<file path="src/hw/rtl/stsp_pkg.sv">
// shared types and constants for the string-table stream parser
package stsp_pkg;

  localparam logic [2:0] KIND_NAME   = 3'd0;
  localparam logic [2:0] KIND_VALUE  = 3'd1;
  localparam logic [2:0] KIND_EXTRA  = 3'd2;
  localparam logic [2:0] KIND_ENTRY  = 3'd3;
  localparam logic [2:0] KIND_HEADER = 3'd4;
  localparam logic [2:0] KIND_OK     = 3'd5;
  localparam logic [2:0] KIND_ERROR  = 3'd6;

  localparam logic [3:0] ERR_NONE      = 4'd0;
  localparam logic [3:0] ERR_NOT_CSF   = 4'd1;
  localparam logic [3:0] ERR_VERSION   = 4'd2;
  localparam logic [3:0] ERR_LBL_MAGIC = 4'd3;
  localparam logic [3:0] ERR_NAME_LEN  = 4'd4;
  localparam logic [3:0] ERR_NAME_RNG  = 4'd5;
  localparam logic [3:0] ERR_VAL_HDR   = 4'd6;
  localparam logic [3:0] ERR_VAL_MAGIC = 4'd7;
  localparam logic [3:0] ERR_VAL_RNG   = 4'd8;
  localparam logic [3:0] ERR_XTR_LEN   = 4'd9;
  localparam logic [3:0] ERR_XTR_RNG   = 4'd10;
  localparam logic [3:0] ERR_TRAILING  = 4'd11;

  localparam logic [1:0] REG_VERSION = 2'd0;
  localparam logic [1:0] REG_NAME    = 2'd1;
  localparam logic [1:0] REG_VALUE   = 2'd2;
  localparam logic [1:0] REG_EXTRA   = 2'd3;

  localparam logic [31:0] MAGIC_RTS  = 32'h5354_5220;
  localparam logic [31:0] MAGIC_WRTS = 32'h5354_5257;
  localparam logic [31:0] MAGIC_HDR  = 32'h4353_4620;
  localparam logic [31:0] MAGIC_LBL  = 32'h4C42_4C20;

  localparam int MAX_RESULTS = 5;

  typedef enum logic [3:0] {
    PH_HDR, PH_LBL, PH_NLEN, PH_NAME, PH_VHDR, PH_VAL, PH_XLEN, PH_XTR, PH_END
  } phase_t;

  // one result item
  typedef struct packed {
    logic [2:0]  kind;
    logic [7:0]  byte_value;
    logic [31:0] entry_number;
    logic        value_present;
    logic [31:0] language;
    logic [31:0] entry_count;
    logic [3:0]  error_code;
  } result_t;

  // configuration register set
  typedef struct packed {
    logic [31:0] expected_version;
    logic [15:0] name_limit;
    logic [16:0] value_limit;
    logic [15:0] extra_limit;
  } cfg_t;

  // results of one input byte, in order
  typedef struct packed {
    logic [2:0] count;
    result_t [MAX_RESULTS-1:0] res;
  } batch_t;

endpackage

</file>
<file path="src/hw/rtl/stsp_cfg.sv">
// configuration register file
module stsp_cfg (
  input  logic              clk,
  input  logic              rst,
  input  logic              cfg_write,
  input  logic [1:0]        cfg_index,
  input  logic [31:0]       cfg_data,
  output stsp_pkg::cfg_t    cfg
);
  import stsp_pkg::*;

  // register writes
  always_ff @(posedge clk) begin
    if (rst) begin
      cfg.expected_version <= 32'd3;
      cfg.name_limit <= 16'd4096;
      cfg.value_limit <= 17'd65536;
      cfg.extra_limit <= 16'd4096;
    end else if (cfg_write) begin
      unique case (cfg_index)
        REG_VERSION: cfg.expected_version <= cfg_data;
        REG_NAME:    cfg.name_limit <= cfg_data[15:0];
        REG_VALUE:   cfg.value_limit <= cfg_data[16:0];
        REG_EXTRA:   cfg.extra_limit <= cfg_data[15:0];
        default: ;
      endcase
    end
  end
endmodule

</file>
<file path="src/hw/rtl/stsp_parse.sv">
// parse state and per-byte result generation
module stsp_parse (
  input  logic             clk,
  input  logic             rst,
  input  logic             step,
  input  logic [7:0]       byte_in,
  input  logic             final_byte,
  input  stsp_pkg::cfg_t   cfg,
  output stsp_pkg::batch_t batch
);
  import stsp_pkg::*;

  phase_t      phase, phase_next;
  logic [4:0]  field_counter, field_counter_next;
  logic [32:0] field_length, field_length_next;
  logic [31:0] word_shift, word_shift_next;
  logic [31:0] entries_left, entries_left_next;
  logic [31:0] entry_index, entry_index_next;
  logic        value_flag, value_flag_next;
  logic        wide_value_kind, wide_value_kind_next;
  logic [7:0]  low_unit_byte, low_unit_byte_next;
  logic        version_bad, version_bad_next;
  logic        halted, halted_next;
  logic [31:0] shifted;
  logic [15:0] unit;
  logic [31:0] idx;

  assign shifted = {byte_in, word_shift[31:8]};
  assign unit = ~{byte_in, low_unit_byte};

  always_comb begin
    result_t r;
    logic [2:0] n;
    logic done_entry;
    logic fail;
    logic [3:0] fcode;
    logic [7:0] mb;
    r = '0;
    n = 3'd0;
    done_entry = 1'b0;
    fail = 1'b0;
    fcode = ERR_NONE;
    mb = 8'd0;
    batch = '0;
    phase_next = phase;
    field_counter_next = field_counter;
    field_length_next = field_length;
    word_shift_next = word_shift;
    entries_left_next = entries_left;
    entry_index_next = entry_index;
    value_flag_next = value_flag;
    wide_value_kind_next = wide_value_kind;
    low_unit_byte_next = low_unit_byte;
    version_bad_next = version_bad;
    halted_next = halted;
    idx = entry_index;
    if (!halted) begin
      unique case (phase)
        PH_HDR: begin
          word_shift_next = shifted;
          mb = MAGIC_HDR[8*field_counter[1:0] +: 8];
          if (field_counter < 5'd4 && byte_in != mb) begin
            fail = 1'b1; fcode = ERR_NOT_CSF;
          end else begin
            if (field_counter == 5'd7) version_bad_next = shifted != cfg.expected_version;
            if (field_counter == 5'd11) entries_left_next = shifted;
            field_counter_next = field_counter + 5'd1;
            if (field_counter == 5'd23) begin
              if (version_bad) begin
                fail = 1'b1; fcode = ERR_VERSION;
              end else begin
                r = '0; r.kind = KIND_HEADER; r.entry_number = idx;
                r.language = shifted; r.entry_count = entries_left;
                batch.res[n] = r; n = n + 3'd1;
                phase_next = (entries_left != 0) ? PH_LBL : PH_END;
                field_counter_next = '0;
              end
            end
          end
        end
        PH_LBL: begin
          word_shift_next = shifted;
          mb = MAGIC_LBL[8*field_counter[1:0] +: 8];
          if (field_counter < 5'd4 && byte_in != mb) begin
            fail = 1'b1; fcode = ERR_LBL_MAGIC;
          end else begin
            if (field_counter == 5'd7) value_flag_next = shifted[0];
            field_counter_next = field_counter + 5'd1;
            if (field_counter == 5'd7) begin
              phase_next = PH_NLEN; field_counter_next = '0;
            end
          end
        end
        PH_NLEN: begin
          word_shift_next = shifted;
          field_counter_next = field_counter + 5'd1;
          if (field_counter == 5'd3) begin
            if (shifted > {16'd0, cfg.name_limit}) begin
              fail = 1'b1; fcode = ERR_NAME_RNG;
            end else begin
              field_length_next = {1'b0, shifted};
              phase_next = PH_NAME; field_counter_next = '0;
              if (shifted == 0) begin
                if (value_flag) phase_next = PH_VHDR;
                else done_entry = 1'b1;
              end
            end
          end
        end
        PH_NAME: begin
          r = '0; r.kind = KIND_NAME; r.entry_number = idx;
          r.byte_value = (byte_in >= 8'h41 && byte_in <= 8'h5A) ? byte_in + 8'h20 : byte_in;
          batch.res[n] = r; n = n + 3'd1;
          field_length_next = field_length - 33'd1;
          if (field_length == 33'd1) begin
            if (value_flag) begin
              phase_next = PH_VHDR; field_counter_next = '0;
            end else done_entry = 1'b1;
          end
        end
        PH_VHDR: begin
          word_shift_next = shifted;
          field_counter_next = field_counter + 5'd1;
          if (field_counter == 5'd3) field_length_next = {1'b0, shifted};
          if (field_counter == 5'd7) begin
            if (field_length[31:0] != MAGIC_RTS && field_length[31:0] != MAGIC_WRTS) begin
              fail = 1'b1; fcode = ERR_VAL_MAGIC;
            end else begin
              wide_value_kind_next = field_length[31:0] == MAGIC_WRTS;
              if (shifted > {15'd0, cfg.value_limit}) begin
                fail = 1'b1; fcode = ERR_VAL_RNG;
              end else begin
                field_length_next = {shifted, 1'b0};
                phase_next = PH_VAL; field_counter_next = '0;
                if (shifted == 0) begin
                  if (field_length[31:0] == MAGIC_WRTS) phase_next = PH_XLEN;
                  else done_entry = 1'b1;
                end
              end
            end
          end
        end
        PH_VAL: begin
          if (!field_length[0]) low_unit_byte_next = byte_in;
          else begin
            r = '0; r.kind = KIND_VALUE; r.entry_number = idx;
            if (unit < 16'h0080) begin
              r.byte_value = unit[7:0]; batch.res[n] = r; n = n + 3'd1;
            end else if (unit < 16'h0800) begin
              r.byte_value = 8'hC0 | {3'd0, unit[10:6]}; batch.res[n] = r; n = n + 3'd1;
              r.byte_value = 8'h80 | {2'd0, unit[5:0]}; batch.res[n] = r; n = n + 3'd1;
            end else begin
              r.byte_value = 8'hE0 | {4'd0, unit[15:12]}; batch.res[n] = r; n = n + 3'd1;
              r.byte_value = 8'h80 | {2'd0, unit[11:6]}; batch.res[n] = r; n = n + 3'd1;
              r.byte_value = 8'h80 | {2'd0, unit[5:0]}; batch.res[n] = r; n = n + 3'd1;
            end
          end
          field_length_next = field_length - 33'd1;
          if (field_length == 33'd1) begin
            if (wide_value_kind) begin
              phase_next = PH_XLEN; field_counter_next = '0;
            end else done_entry = 1'b1;
          end
        end
        PH_XLEN: begin
          word_shift_next = shifted;
          field_counter_next = field_counter + 5'd1;
          if (field_counter == 5'd3) begin
            if (shifted > {16'd0, cfg.extra_limit}) begin
              fail = 1'b1; fcode = ERR_XTR_RNG;
            end else begin
              field_length_next = {1'b0, shifted};
              phase_next = PH_XTR; field_counter_next = '0;
              if (shifted == 0) done_entry = 1'b1;
            end
          end
        end
        PH_XTR: begin
          r = '0; r.kind = KIND_EXTRA; r.entry_number = idx; r.byte_value = byte_in;
          batch.res[n] = r; n = n + 3'd1;
          field_length_next = field_length - 33'd1;
          if (field_length == 33'd1) done_entry = 1'b1;
        end
        default: begin
          fail = 1'b1; fcode = ERR_TRAILING;
        end
      endcase
      // entry completion
      if (done_entry) begin
        r = '0; r.kind = KIND_ENTRY; r.entry_number = idx; r.value_present = value_flag_next;
        batch.res[n] = r; n = n + 3'd1;
        idx = entry_index + 32'd1;
        entry_index_next = idx;
        entries_left_next = entries_left - 32'd1;
        phase_next = (entries_left != 32'd1) ? PH_LBL : PH_END;
        field_counter_next = '0;
      end
      // truncation or end of file
      if (!fail && final_byte) begin
        if (phase_next == PH_END) begin
          r = '0; r.kind = KIND_OK; r.entry_number = idx;
          batch.res[n] = r; n = n + 3'd1;
        end else begin
          fail = 1'b1;
          case (phase_next)
            PH_HDR:  fcode = ERR_NOT_CSF;
            PH_LBL:  fcode = ERR_LBL_MAGIC;
            PH_NLEN: fcode = ERR_NAME_LEN;
            PH_NAME: fcode = ERR_NAME_RNG;
            PH_VHDR: fcode = ERR_VAL_HDR;
            PH_VAL:  fcode = ERR_VAL_RNG;
            PH_XLEN: fcode = ERR_XTR_LEN;
            PH_XTR:  fcode = ERR_XTR_RNG;
            default: fcode = ERR_NOT_CSF;
          endcase
        end
      end
      if (fail) begin
        r = '0; r.kind = KIND_ERROR; r.entry_number = idx; r.error_code = fcode;
        batch.res[n] = r; n = n + 3'd1;
        halted_next = 1'b1;
      end
    end
    batch.count = n;
    if (final_byte) begin
      phase_next = PH_HDR; field_counter_next = '0; field_length_next = '0;
      word_shift_next = '0; entries_left_next = '0; entry_index_next = '0;
      value_flag_next = 1'b0; wide_value_kind_next = 1'b0;
      low_unit_byte_next = '0; version_bad_next = 1'b0; halted_next = 1'b0;
    end
  end

  // parse state
  always_ff @(posedge clk) begin
    if (rst) begin
      phase <= PH_HDR; field_counter <= '0; field_length <= '0;
      word_shift <= '0; entries_left <= '0; entry_index <= '0;
      value_flag <= 1'b0; wide_value_kind <= 1'b0; low_unit_byte <= '0;
      version_bad <= 1'b0; halted <= 1'b0;
    end else if (step) begin
      phase <= phase_next; field_counter <= field_counter_next;
      field_length <= field_length_next; word_shift <= word_shift_next;
      entries_left <= entries_left_next; entry_index <= entry_index_next;
      value_flag <= value_flag_next; wide_value_kind <= wide_value_kind_next;
      low_unit_byte <= low_unit_byte_next; version_bad <= version_bad_next;
      halted <= halted_next;
    end
  end
endmodule

</file>
<file path="src/hw/rtl/stsp_out.sv">
// result register that hands out a batch one item a cycle unless stalled
module stsp_out (
  input  logic             clk,
  input  logic             rst,
  input  logic             load,
  input  stsp_pkg::batch_t batch,
  input  logic             stall,
  output logic             busy,
  output logic             valid,
  output stsp_pkg::result_t res,
  output logic             last
);
  import stsp_pkg::*;

  result_t [MAX_RESULTS-1:0] held;
  logic [2:0] count;
  logic [2:0] pos;
  logic       pop;

  assign valid = count != 3'd0;
  assign pop = valid && !stall;
  assign last = valid && (pos == count - 3'd1);
  assign busy = valid && !(pop && last);
  assign res = held[pos];

  // batch register and read position
  always_ff @(posedge clk) begin
    if (rst) begin
      count <= '0;
      pos <= '0;
    end else if (load) begin
      count <= batch.count;
      pos <= '0;
    end else if (pop) begin
      if (last) count <= '0;
      pos <= last ? 3'd0 : pos + 3'd1;
    end
  end

  always_ff @(posedge clk) begin
    if (load) held <= batch.res;
  end

  assert property (@(posedge clk) disable iff (rst) valid |-> pos < count)
    else $error("read position past batch");
  assert property (@(posedge clk) disable iff (rst) load |-> !busy)
    else $error("batch loaded over pending results");
  assert property (@(posedge clk) disable iff (rst) (valid && stall) |=> valid && $stable(pos))
    else $error("stalled result moved");
endmodule

</file>
<file path="src/hw/rtl/string_table_stream_parser.sv">
// top level of the string-table stream parser
// Use: bytes of a string-table file enter on the input channel (in_valid,
// in_stall, byte_in, final_byte), final_byte high on the last byte. Results
// leave on the output channel (out_valid, out_stall and the result fields),
// one item per cycle while out_stall is low; last_of_run marks the last
// result of an input byte. Each byte is decoded combinationally into up to
// five results, held in a result register and handed out one per cycle
// unless stalled. The first result appears in the cycle after the byte is
// accepted. A byte that causes results occupies the output until its last
// result is taken, so the next byte is taken in the cycle its predecessor's
// last result is taken; bytes without results flow at one per cycle. A
// UTF-16 unit (two bytes) gives up to three results, so in value text the
// result register, not the decode, sets the pace.
// Reset clears parse state and sets registers to their defaults; after the
// final byte the parse state returns to its reset value for the next file.
// Configuration: cfg_write with cfg_index and cfg_data, written while idle.
module string_table_stream_parser (
  input  logic        clk,
  input  logic        rst,
  input  logic        in_valid,
  output logic        in_stall,
  input  logic [7:0]  byte_in,
  input  logic        final_byte,
  output logic        out_valid,
  input  logic        out_stall,
  output logic [2:0]  kind,
  output logic [7:0]  byte_value,
  output logic [31:0] entry_number,
  output logic        value_present,
  output logic [31:0] language,
  output logic [31:0] entry_count,
  output logic [3:0]  error_code,
  output logic        last_of_run,
  input  logic        cfg_write,
  input  logic [1:0]  cfg_index,
  input  logic [31:0] cfg_data
);
  import stsp_pkg::*;

  cfg_t    cfg;
  batch_t  batch;
  result_t res;
  logic    busy;
  logic    step;

  assign in_stall = busy;
  assign step = in_valid && !busy;

  stsp_cfg u_cfg (
    .clk(clk), .rst(rst), .cfg_write(cfg_write), .cfg_index(cfg_index),
    .cfg_data(cfg_data), .cfg(cfg)
  );

  stsp_parse u_parse (
    .clk(clk), .rst(rst), .step(step), .byte_in(byte_in),
    .final_byte(final_byte), .cfg(cfg), .batch(batch)
  );

  stsp_out u_out (
    .clk(clk), .rst(rst), .load(step), .batch(batch), .stall(out_stall),
    .busy(busy), .valid(out_valid), .res(res), .last(last_of_run)
  );

  assign kind = res.kind;
  assign byte_value = res.byte_value;
  assign entry_number = res.entry_number;
  assign value_present = res.value_present;
  assign language = res.language;
  assign entry_count = res.entry_count;
  assign error_code = res.error_code;
endmodule
</file>
<file path="config.mk">
export PLATFORM = sky130hd
export DESIGN_NAME = string_table_stream_parser
export DESIGN_NICKNAME = d
export VERILOG_FILES = /design/src/hw/rtl/stsp_pkg.sv /design/src/hw/rtl/stsp_cfg.sv /design/src/hw/rtl/stsp_parse.sv /design/src/hw/rtl/stsp_out.sv /design/src/hw/rtl/string_table_stream_parser.sv
export SDC_FILE = /design/constraint.sdc
export NUM_CORES = 1
export LEC_CHECK = 0
export BUFFER_PORTS_ARGS = -buffer_cell sky130_fd_sc_hd__buf_2
export CAP_MARGIN = 10
export CORE_MARGIN = 8
export CORE_UTILIZATION = 51
export CTS_BUF_LIST = sky130_fd_sc_hd__clkbuf_4 sky130_fd_sc_hd__clkbuf_8
export DETAILED_ROUTE_END_ITERATION = 16
export MAX_ROUTING_LAYER = met4
export PLACE_DENSITY_LB_ADDON = 0.3
export SLEW_MARGIN = 10
export SYNTH_ARGS = -nofsm -noshare
export SYNTH_HDL_FRONTEND = slang
export SYNTH_SLANG_ARGS = --single-unit
export TNS_END_PERCENT = 1
</file>
<file path="constraint.sdc">
create_clock -name clk -period 17 [get_ports clk]
set_clock_uncertainty 0.05 [all_clocks]
set_input_delay 4.25 -clock clk [delete_from_list [all_inputs] [get_ports clk]]
set_output_delay 4.25 -clock clk [all_outputs]
set_load 0.1 [all_outputs]
</file>
=== Word level (Yosys, flattened, before mapping) ===
Memories as Yosys holds them, arrays and structs flattened.
Cells that the tools add are included.
W data, S select, Z words.

* Shift operators: 2
* Bitwise gates (word level): 1
* Reductions and logical operators: 50
* Multipliers: 0
* Multiplexer cells: 192
* Eq/ne operators: 39
* Add/sub/neg operators: 10
* Order comparisons: 15
* Divide/modulo/power cells: 0

{| class="wikitable"
|+ Operators by type and width
! cell !! count
|-
| $mux W560 || 6
|-
| $bwmux W560 || 3
|-
| $demux W112 S3 || 3
|-
| $mux W112 || 9
|-
| $mux W224 || 2
|-
| $pmux W112 S4 || 1
|-
| $mux W32 || 12
|-
| $bmux W112 S3 || 1
|-
| $mux W336 || 1
|-
| $mux W33 || 10
|-
| $mux W222 || 1
|-
| $mux W219 || 1
|-
| $mux W4 || 35
|-
| $pmux W33 S4 || 1
|-
| $mux W110 || 1
|-
| $mux W5 || 19
|-
| $gt A32 B16 Y1 || 2
|-
| $ne A32 B31 Y1 const B || 2
|-
| $shiftx A32 B6 Y8 const A || 2
|-
| $mux W3 || 18
|-
| $mux W1 || 53
|-
| $mux W8 || 5
|-
| $pmux W5 S7 || 1
|-
| $eq A33 B1 Y1 const B || 1
|-
| other kinds (60) || 119
|}

* Memories kept: 1
* Bits in registers: 797
* Bits of input ports: 48
* Latch bits: 0
* ROM bits: 32
* RAM bits: 0
* Word-level logic and storage cells: 362
* Output and inout port bits: 115

{| class="wikitable"
|+ Memories
! name !! depth !! bits a word !! read ports !! clocked after Yosys merged registers in !! write ports !! RTL line !! RTL
|-
| (name not given) || 8 || 4 || 1 || 0 || 0 || stsp_parse.sv:205 || <nowiki>case (phase_next)</nowiki>
|}

=== Depth between registers and ports, before layout ===
Gate-level depths: netlist (run 1).

* Word-level depth: 20
* Mapped depth: 23
* Mapped depth without buffers: 20

=== Modules after synthesis ===
A second synthesis (run 1) with hierarchy kept.

* Cell total of the unflattened synthesis: 4147
* Area total of the unflattened synthesis: 43447.9 µm²

{| class="wikitable"
|+ By module, submodules not included
! module !! area each (µm²) !! instances !! seq. area each (µm²) !! cells each
|-
| stsp_out || 21470.6 || 1 || 16936.2 || 1104
|-
| stsp_parse || 18640.4 || 1 || 2842.7 || 2736
|-
| stsp_cfg || 3323.2 || 1 || 1621.6 || 306
|-
| string_table_stream_parser || 13.8 || 1 || 0.0 || 1
|}

=== Worst setup path after synthesis (run 1) ===
Ideal clock, no wire load.

* Path type: input -> register
* From: input port out_stall
* To: register u_parse.value_flag
* Cell stages on the path: 6
* Data required time: 16.854 ns
* Library setup time: 0.096 ns
* Path slack: 3.250 ns
* Arrival time: 13.604 ns
* Path buffers: 1
* Cell sequence: nor2b_1 > o21ai_0 > inv_1 > buf_1 > a32oi_1 > nor2_1

* Longest elaborated chain between the ends: 8

{| class="wikitable"
|+ RTL lines
! what !! RTL line !! RTL
|-
| from (decl) || string_table_stream_parser.sv:25 || <nowiki>input logic out_stall,</nowiki>
|-
| $logic_not A1 Y1 || stsp_out.sv:21 || <nowiki>assign pop = valid && !stall;</nowiki>
|-
| $logic_and A1 B1 Y1 || stsp_out.sv:21 ||
|-
| $logic_and A1 B1 Y1 || stsp_out.sv:23 || <nowiki>assign busy = valid && !(pop && last);</nowiki>
|-
| $logic_not A1 Y1 || stsp_out.sv:23 ||
|-
| $logic_and A1 B1 Y1 || stsp_out.sv:23 ||
|-
| $logic_not A1 Y1 || string_table_stream_parser.sv:47 || <nowiki>assign step = in_valid && !busy;</nowiki>
|-
| $logic_and A1 B1 Y1 || string_table_stream_parser.sv:47 ||
|-
| via step || string_table_stream_parser.sv:44 || <nowiki>logic step;</nowiki>
|-
| $reduce_and A2 Y1 (no line) || -- ||
|-
| to (signal assigned) || stsp_parse.sv:244 || <nowiki>value_flag <= value_flag_next; wide_value_kind <= wide_value_kind_next;</nowiki>
|-
| to (decl) || stsp_parse.sv:19 || <nowiki>logic value_flag, value_flag_next;</nowiki>
|}

The timed path passes the listed nets, and every way through them passes these cells.
A chain may end at the register's enable or synchronous reset.

=== Worst setup path after layout (run 1) ===
* From: input port byte_in[7]
* To: register u_out.held[535] (netlist name), data pin

* Longest elaborated chain between the ends: 20
* Elaborated cells on any way between the ends: 93
* Those cells by class: add/sub (2); order compare (11); eq/ne (3); mux (68); bitwise (1); reduce/logical (8)

{| class="wikitable"
|+ RTL lines
! what !! RTL line !! RTL
|-
| from (decl) || string_table_stream_parser.sv:22 || <nowiki>input logic [7:0] byte_in,</nowiki>
|-
| $not A16 Y16 || stsp_parse.sv:29 || <nowiki>assign unit = ~{byte_in, low_unit_byte};</nowiki>
|-
| $lt A16 B12 Y1 || stsp_parse.sv:149 || <nowiki>end else if (unit < 16'h0800) begin</nowiki>
|-
| $mux W1 || stsp_parse.sv:149 ||
|-
| $mux W3 || stsp_parse.sv:147 || <nowiki>if (unit < 16'h0080) begin</nowiki>
|-
| $mux W3 || stsp_parse.sv:144 || <nowiki>if (!field_length[0]) low_unit_byte_next = byte_in;</nowiki>
|-
| $pmux W3 S3 || stsp_parse.sv:58 || <nowiki>unique case (phase)</nowiki>
|-
| $mux W3 || stsp_parse.sv:57 || <nowiki>if (!halted) begin</nowiki>
|-
| $add A3 B1 Y3, or another cell as far along || stsp_parse.sv:191 || <nowiki>batch.res[n] = r; n = n + 3'd1;</nowiki>
|-
| [4 not listed] || -- ||
|-
| $mux W3, or another cell as far along || stsp_parse.sv:199 || <nowiki>if (!fail && final_byte) begin</nowiki>
|-
| $mux W3, or another cell as far along || stsp_parse.sv:57 ||
|-
| $lt A3 B4 Y1 (implied by the code), or another cell as far along || stsp_parse.sv:220 || <nowiki>batch.res[n] = r; n = n + 3'd1;</nowiki>
|-
| $logic_and A1 B1 Y1 (implied by the code) / $mux W560 (equally long branches) || stsp_parse.sv:220, stsp_parse.sv:200 ||
|-
| $mux W112 (implied by the code) / $mux W560 (equally long branches) || stsp_parse.sv:220, stsp_parse.sv:199 ||
|-
| $demux W112 S3 / $mux W560 (equally long branches) || -- ||
|-
| $bwmux W560 || stsp_parse.sv:220 ||
|-
| $mux W560 (*) || stsp_parse.sv:218 || <nowiki>if (fail) begin</nowiki>
|-
| to (signal assigned) || stsp_out.sv:41 || <nowiki>if (load) held <= batch.res;</nowiki>
|-
| to (decl) || stsp_out.sv:15 || <nowiki>result_t [MAX_RESULTS-1:0] held;</nowiki>
|}

Mark *: on every way between the ends. The rest lies on a longest branch, timed or not. The select of a mux whose other input is x is not followed.

==> results of run 1 <==
## final timing paths
check | endpoint | start
worst min register to register | u_cfg.cfg[15]$_SDFFE_PP0P_ | u_cfg.cfg[15]$_SDFFE_PP0P_
worst max register to register | u_out.held[535]$_SDFFCE_PP0P_ | u_parse.word_shift[21]$_SDFFE_PP0P_
worst max-delay path | u_out.held[535]$_SDFFCE_PP0P_ | byte_in[7]
worst min-delay path | u_cfg.cfg[15]$_SDFFE_PP0P_ | u_cfg.cfg[15]$_SDFFE_PP0P_
## layout make-up
cell class,instances,area (sq um)
clock buffers,129,1640
flip-flops and latches,514,13200
diodes,3,7.51
multi-input cells,2427,14900
repair buffers,234,1370
inverters,130,495
clock inverters,34,251
well taps,765,957
fillers,5155,24700
## registers in the layout, summed over array words and instances, names as in the netlist, 4 cells and up
signal	flops
u_cfg.cfg	81
u_out.held	285
u_parse.entries_left	32
u_parse.entry_index	32
u_parse.field_counter	5
u_parse.field_length	33
u_parse.low_unit_byte	8
u_parse.phase	4
u_parse.word_shift	24
## report_power, final
part	internal (uW)	switching, uW
sequential	1360	21.9
combinational	71.7	299
clock	667	532
total	2100	853
## cell families (layout without fill, tap and decap cells)
kind of cell    count (synthesis)  in the layout  synth area share (%)
buf+inv                       410            527                  5.47
xor+xnor                      112            112                  3.37
other cells                     1              5                0.0127
simple gates                 1379           1379                  22.7
compound gates                789            789                  16.6
mux                            71             71                  4.17
fa+ha+maj                      74             74                  3.14
flops                         514            514                  44.5
## stage by stage
| step | hold WS [ps] | worst slack, ps | utilization, % | cell area (sq um) |
|---|---|---|---|---|
| 3_5_place_dp | 397 | 6640 | 53.7 | 30900 |
| 2_1_floorplan | 370 | 3250 | - | 29500 |
| 6_report | 402 | 7070 | 57.0 | 32700 |
| 4_1_cts | 403 | 7320 | 57.0 | 32700 |
| 3_3_place_gp | 393 | 6750 | 53.7 | 30900 |
| 5_1_grt | 421 | 6900 | 57.0 | 32700 |
## cells in the mapped netlist (81+ instances only)
master / n
a21oi_1: 315
inv_1: 129
edfxtp_1: 285
dfxtp_1: 229
nor2_1: 350
a22oi_1: 90
nor3_1: 88
and2_1: 138
nand3_1: 98
o21ai_0: 167
nand2_1: 403
xnor2_1: 81
clkbuf_1: 239
## worst max-delay path, cell delays in order
cell	delay, ps
buf_2	210
nor4_1	760
nand4_1	440
nor2_1	450
nand2_1	140
a311o_1	590
nand2_1	670
buf_4	480
a211oi_1	190
inv_1	150
ha_1	240
nor2_1	60
a311o_1	380
nor2_2	310
nor2_1	160
a31oi_4	180
buf_4	460
nor2_1	120
## metal layers
| layer | vias up | track usage (%) | wire (microns) |
|---|---|---|---|
| met5 | - | - | 0 |
| met1 | 12700 | 40.6 | 41200 |
| met2 | 1492 | 42.4 | 42900 |
| met3 | 202 | 6.41 | 11000 |
| li1 | 12200 | - | - |
| met4 | 0 | 9.14 | 2670 |
==> flow_metrics.env, run 1 <==
export IMPL_outcome="completed"
export IMPL_whs_path_depth=2
export IMPL_syn_to_final_growth_pct=10.9
export IMPL_rsz0062_at_grt="no"
export IMPL_grt_max_degree=184
export IMPL_slew_headroom_pct=20.3
export IMPL_dpl_hpwl_mm=64.9
export IMPL_cts_setup_buffers=0
export IMPL_synth_area_leaders="edfxtp_1 29%, dfxtp_1 16%, a21oi_1 5.3%"
export IMPL_cts_max_level=3
export IMPL_critPathArrivalTime_ps=10290
export IMPL_yosysUniqueCellTypes=96
export IMPL_cellPowerDensity_mw_per_mm2=90.3
export IMPL_drive_gt1_share_pct=14.3
export IMPL_period_share_pct=58.4
export IMPL_start_kind="primary input"
export IMPL_setup_viol=0
export IMPL_dieArea_sq_mm=0.0659
export IMPL_period_minus_slack_ps=9930
export IMPL_cp_data_required_time_ps=17360
export IMPL_fin_tns_setup_ps=0
export IMPL_drc_errors=0
export IMPL_initial_utilization_pct=51.4
export IMPL_synth_edf_count=285
export IMPL_clk_pin_slew_worst_paths_ps=60
export IMPL_syn_area_per_cell_sq_um=8.81
export IMPL_synth_area_sq_mm=0.0295
export IMPL_core_area_sq_mm=0.0575
export IMPL_die_h_microns=257
export IMPL_synth_ff_type="edfxtp_1"
export IMPL_path_class="primary input to flop"
export IMPL_yosysSeqAreaShare_pct=44.5
export IMPL_antenna_found_initial=2
export IMPL_wl_per_cell_microns=23.1
export IMPL_vias=26600
export IMPL_cts_resized=0
export IMPL_hold_viol_final=0
export IMPL_syn_inst=3350
export IMPL_routed_wirelength_mm=97.7
export IMPL_clk_latency_ps=700
export IMPL_grt_pass1_vias=24500
export IMPL_vias_per_cell=6.28
export IMPL_max_cap_violations=0
export IMPL_drtIter0Drc=3402
export IMPL_power_uw=2960
export IMPL_endpoint_kind="flop"
export IMPL_final_common_cell="nand2_1"
export IMPL_dieWidth_microns=257
export IMPL_final_nets=3517
export IMPL_gr_total_overflow=0
export IMPL_fmax_mhz=101
export IMPL_grt_total_usage_pct=29.3
export IMPL_cts_buffer_depth=3
export IMPL_yosys_warnings=0
export IMPL_port_buffers=162
export IMPL_grt_pass1_wl_mm=149
export IMPL_final_cells=4236
export IMPL_final_max_slew_violation_count=0
export IMPL_cts_root_buffer="clkbuf_8"
export IMPL_final_cell_mix="403 x nand2_1, 348 x nor2_1, 314 x a21oi_1"
export IMPL_r2r_slack_ps=9900
export IMPL_crit_path_max_fanout=36
export IMPL_leakagePower_uw=0.0118
export IMPL_synth_largest_area_cell="edfxtp_1"
export IMPL_cts_buffers=88
export IMPL_worst_slew_pin_slew_ps=1180
export IMPL_rows=88
export IMPL_io_pins=163
export IMPL_synth_seq_cells=514
export IMPL_synth_top_area_share_pct=29.0
export IMPL_post_cts_hold_buffer_count=0
export IMPL_synthArstFlopShare_pct=0
export IMPL_ant_nets=0
export IMPL_ff2ff_path_depth=18
export IMPL_dr_pass1_iters=8
export IMPL_cts_tree="done"
export IMPL_ir_worst_vdd_mv=0.0655
export IMPL_hold_path_class="flop to flop"
export IMPL_dp_cells=4070
export IMPL_cts_sinks=514
export IMPL_routabilityCongestion=0.999
No activity file was read; power rests on OpenSTA's default activity.
==> run 2: changes to the inputs <==
--- a/config.mk
+++ b/config.mk
@@ -5,6 +5,7 @@
 export SDC_FILE = /design/constraint.sdc
 export NUM_CORES = 1
 export LEC_CHECK = 0
+export ABC_AREA = 1
 export BUFFER_PORTS_ARGS = -buffer_cell sky130_fd_sc_hd__buf_2
 export CAP_MARGIN = 10
 export CORE_MARGIN = 8
==> constraint.sdc (replaced) <==
create_clock -name clk -period 9.9 [get_ports clk]
set_clock_uncertainty 0.05 [all_clocks]
set_input_delay 2.475 -clock clk [delete_from_list [all_inputs] [get_ports clk]]
set_output_delay 2.475 -clock clk [all_outputs]
set_load 0.1 [all_outputs]
==> flow_metrics.env, run 2 <==
export IMPL_final_common_cell="nand2_1"
export IMPL_r2r_slack_ps=3000
export IMPL_placed_cell_area_sq_mm=0.0318
export IMPL_rsz0062_at_grt="no"
export IMPL_cts_buffers=90
export IMPL_ir_worst_vdd_mv=0.130
export IMPL_num_fill_cells=5700
export IMPL_max_cap_violations=0
export IMPL_endpoint_kind="flop"
export IMPL_hold_viol_final=0
export IMPL_routed_wirelength_mm=107
export IMPL_cts_tree="done"
export IMPL_drc_errors=0
export IMPL_gr_total_overflow=0
export IMPL_yosys_warnings=0
export IMPL_dieWidth_microns=262
export IMPL_synthMostInstantiatedCell="nand2_1"
export IMPL_antenna_found_initial=3
export IMPL_yosysSeqAreaShare_pct=42.7
export IMPL_vias=29700
export IMPL_final_cells=5092
export IMPL_synth_seq_cells=514
export IMPL_cts_root_buffer="clkbuf_8"
export IMPL_synth_area_leaders="edfxtp_1 28%, dfxtp_1 15%, nand2_1 10%"
export IMPL_largestRegisters="u_out.held: 285 flops, u_cfg.cfg: 81 flops, u_parse.field_length: 33 flops"
export IMPL_grt_pass1_vias=27100
export IMPL_synth_top_area_share_pct=27.8
export IMPL_hold_path_class="flop to flop"
export IMPL_drtIter0Drc=4098
export IMPL_synth_area_sq_mm=0.0308
export IMPL_leakagePower_uw=0.0143
export IMPL_final_max_slew_violation_count=0
export IMPL_io_pins=163
export IMPL_syn_inst=4194
export IMPL_dpl_hpwl_mm=70.9
export IMPL_slew_headroom_pct=12.9
export IMPL_syn_area_per_cell_sq_um=7.34
export IMPL_die_h_microns=262
export IMPL_clk_pin_slew_worst_paths_ps=60
export IMPL_post_cts_hold_buffer_count=0
export IMPL_r2r_start="u_parse.word_shift[8]$_SDFFE_PP0P_"
export IMPL_yosysUniqueCellTypes=63
export IMPL_synth_largest_area_cell="edfxtp_1"
export IMPL_critPathArrivalTime_ps=7930
export IMPL_path_class="primary input to flop"
export IMPL_cellPowerDensity_mw_per_mm2=163
export IMPL_synth_ff_type="edfxtp_1"
export IMPL_routabilityCongestion=0.997
export IMPL_period_share_pct=76.1
export IMPL_start_kind="primary input"
export IMPL_outcome="completed"
export IMPL_initial_utilization_pct=51.3
export IMPL_largest_reg_flops=285
export IMPL_whs_ps=408
export IMPL_ant_nets=0
export IMPL_dp_cells=4926
export IMPL_fmax_mhz=133
export IMPL_worst_slew_pin_slew_ps=1300
export IMPL_drive_gt1_share_pct=10.9
export IMPL_synth_top_cells_by_count="819 x nand2_1, 709 x nor2_1, 449 x inv_1, 371 x a21oi_1, 285 x edfxtp_1"
export IMPL_cts_setup_buffers=0
export IMPL_power_uw=5520
export IMPL_cts_resized=0
export IMPL_final_nets=4358
export IMPL_dieArea_sq_mm=0.0685
export IMPL_wl_per_cell_microns=21.0
export IMPL_ff2ff_path_depth=24
export IMPL_grt_total_usage_pct=31.4
export IMPL_fin_area_sq_mm=0.0337
export IMPL_clk_latency_ps=730
export IMPL_synthArstFlopShare_pct=0
export IMPL_fin_tns_setup_ps=0
export IMPL_synth_edf_count=285
export IMPL_rows=90
export IMPL_port_buffers=162
export IMPL_syn_to_final_growth_pct=9.55
export IMPL_crit_start="byte_in[3]"
export IMPL_vias_per_cell=5.84
export IMPL_period_minus_slack_ps=7540
export IMPL_regMostFlops="u_out.held"
export IMPL_setup_viol=0
export IMPL_grt_max_degree=106
export IMPL_grt_pass1_wl_mm=163
export IMPL_crit_path_max_fanout=33
export IMPL_r2r_end="u_out.held[86]$_SDFFCE_PP0P_"
export IMPL_cp_data_required_time_ps=10290
export IMPL_cts_sinks=514
export IMPL_dr_pass1_iters=6
export IMPL_final_cell_mix="817 x nand2_1, 707 x nor2_1, 447 x inv_1"
export IMPL_cts_buffer_depth=3
export IMPL_cts_max_level=3
export IMPL_endpoint="u_out.held[86]$_SDFFCE_PP0P_"
export IMPL_core_area_sq_mm=0.0600
[run 2: cell types whose count changed after synthesis, moves of 56 or more]
cell,change
nor2_1,+359
inv_1,+320
and2_1,-138
xnor2_1,-74
a21oi_1,+56
nand2_1,+416
a22oi_1,-86
nand3_1,+125
clkbuf_1,-63
o21ai_0,+96
[run 2: worst max-delay path: stages]
cell and delay [ps]:
buf_2 170, inv_2 180, nand2_1 100, nor2_2 120, nand2_2 100, nor3_2 150, nand4_1 120, nand2_2 280
nand3_4 140, nand3_4 420, clkinv_1 170, o211ai_1 130, nand2_1 120, inv_1 130, ha_1 230, nand2_4 80
nor2_8 170, nand4_1 120, nand2_2 270, nand3_2 710, nand2_1 730, inv_2 490, nor2_1 220, nor2_1 50
[run 2: how the worst min path moves through the flow]
| stage | endpoint | depth (start not counted) | slack (ps) | startpoint |
|---|---|---|---|---|
| 5_1_grt | u_cfg.cfg[29]$_SDFFE_PP0P_ | 2 | 430 | u_cfg.cfg[29]$_SDFFE_PP0P_ |
| 4_1_cts | u_cfg.cfg[5]$_SDFFE_PP0P_ | 2 | 410 | u_cfg.cfg[5]$_SDFFE_PP0P_ |
| 6_report | u_cfg.cfg[5]$_SDFFE_PP0P_ | 2 | 410 | u_cfg.cfg[5]$_SDFFE_PP0P_ |
| 3_5_place_dp | u_cfg.cfg[11]$_SDFFE_PP0P_ | 2 | 400 | u_cfg.cfg[11]$_SDFFE_PP0P_ |
| 3_3_place_gp | u_cfg.cfg[10]$_SDFFE_PP0P_ | 2 | 400 | u_cfg.cfg[10]$_SDFFE_PP0P_ |
| 2_1_floorplan | u_cfg.cfg[10]$_SDFFE_PP0P_ | 2 | 390 | u_cfg.cfg[10]$_SDFFE_PP0P_ |
[run 2: cell type report]
type | instances | area [sq um] | area share, %
antenna | 2 | 5.00 | 0.0148
clock buffer | 139 | 1700 | 5.04
clock inverter | 25 | 231 | 0.686
inverter | 487 | 1840 | 5.44
multi-input combinational | 2944 | 14800 | 43.7
sequential | 514 | 13100 | 39.0
tap | 782 | 978 | 2.90
timing repair buffer | 199 | 1090 | 3.23
[run 2: where the power goes]
part	leakage, uW	internal, uW	switching [uW]
sequential	0.00473	2380	66.9
combinational	0.00858	190	776
clock	0.00102	1160	943
[run 2: cell families (layout without fill, tap and decap cells)]
| group | count (synthesis) | after routing | synth area share (%) |
|---|---|---|---|
| flip-flops | 514 | 514 | 42.7 |
| other | 1 | 4 | 0.0122 |
| AND/OR/NAND/NOR | 1961 | 1961 | 27.1 |
| buffers and inverters | 737 | 850 | 9.55 |
| XOR/XNOR | 73 | 73 | 2.14 |
| adder cells (fa/ha/maj) | 74 | 74 | 3.01 |
| AO/OA/AOI/OAI | 834 | 834 | 15.6 |
[run 2: metrics by stage]
stage	setup slack, ps	util, %
after global routing	1960	56.2
after detailed placement	1720	53.0
after floorplan	1240	-
after CTS	2450	56.2
after global placement	1850	53.0
final	2360	56.2
[run 2: layer usage]
metal / global-route usage, % / share of wire (%)
met1: 43.5 / 42
met2: 46.7 / 44
met3: 5.67 / 11
met4: 9.72 / 2.9
met5: - / 0
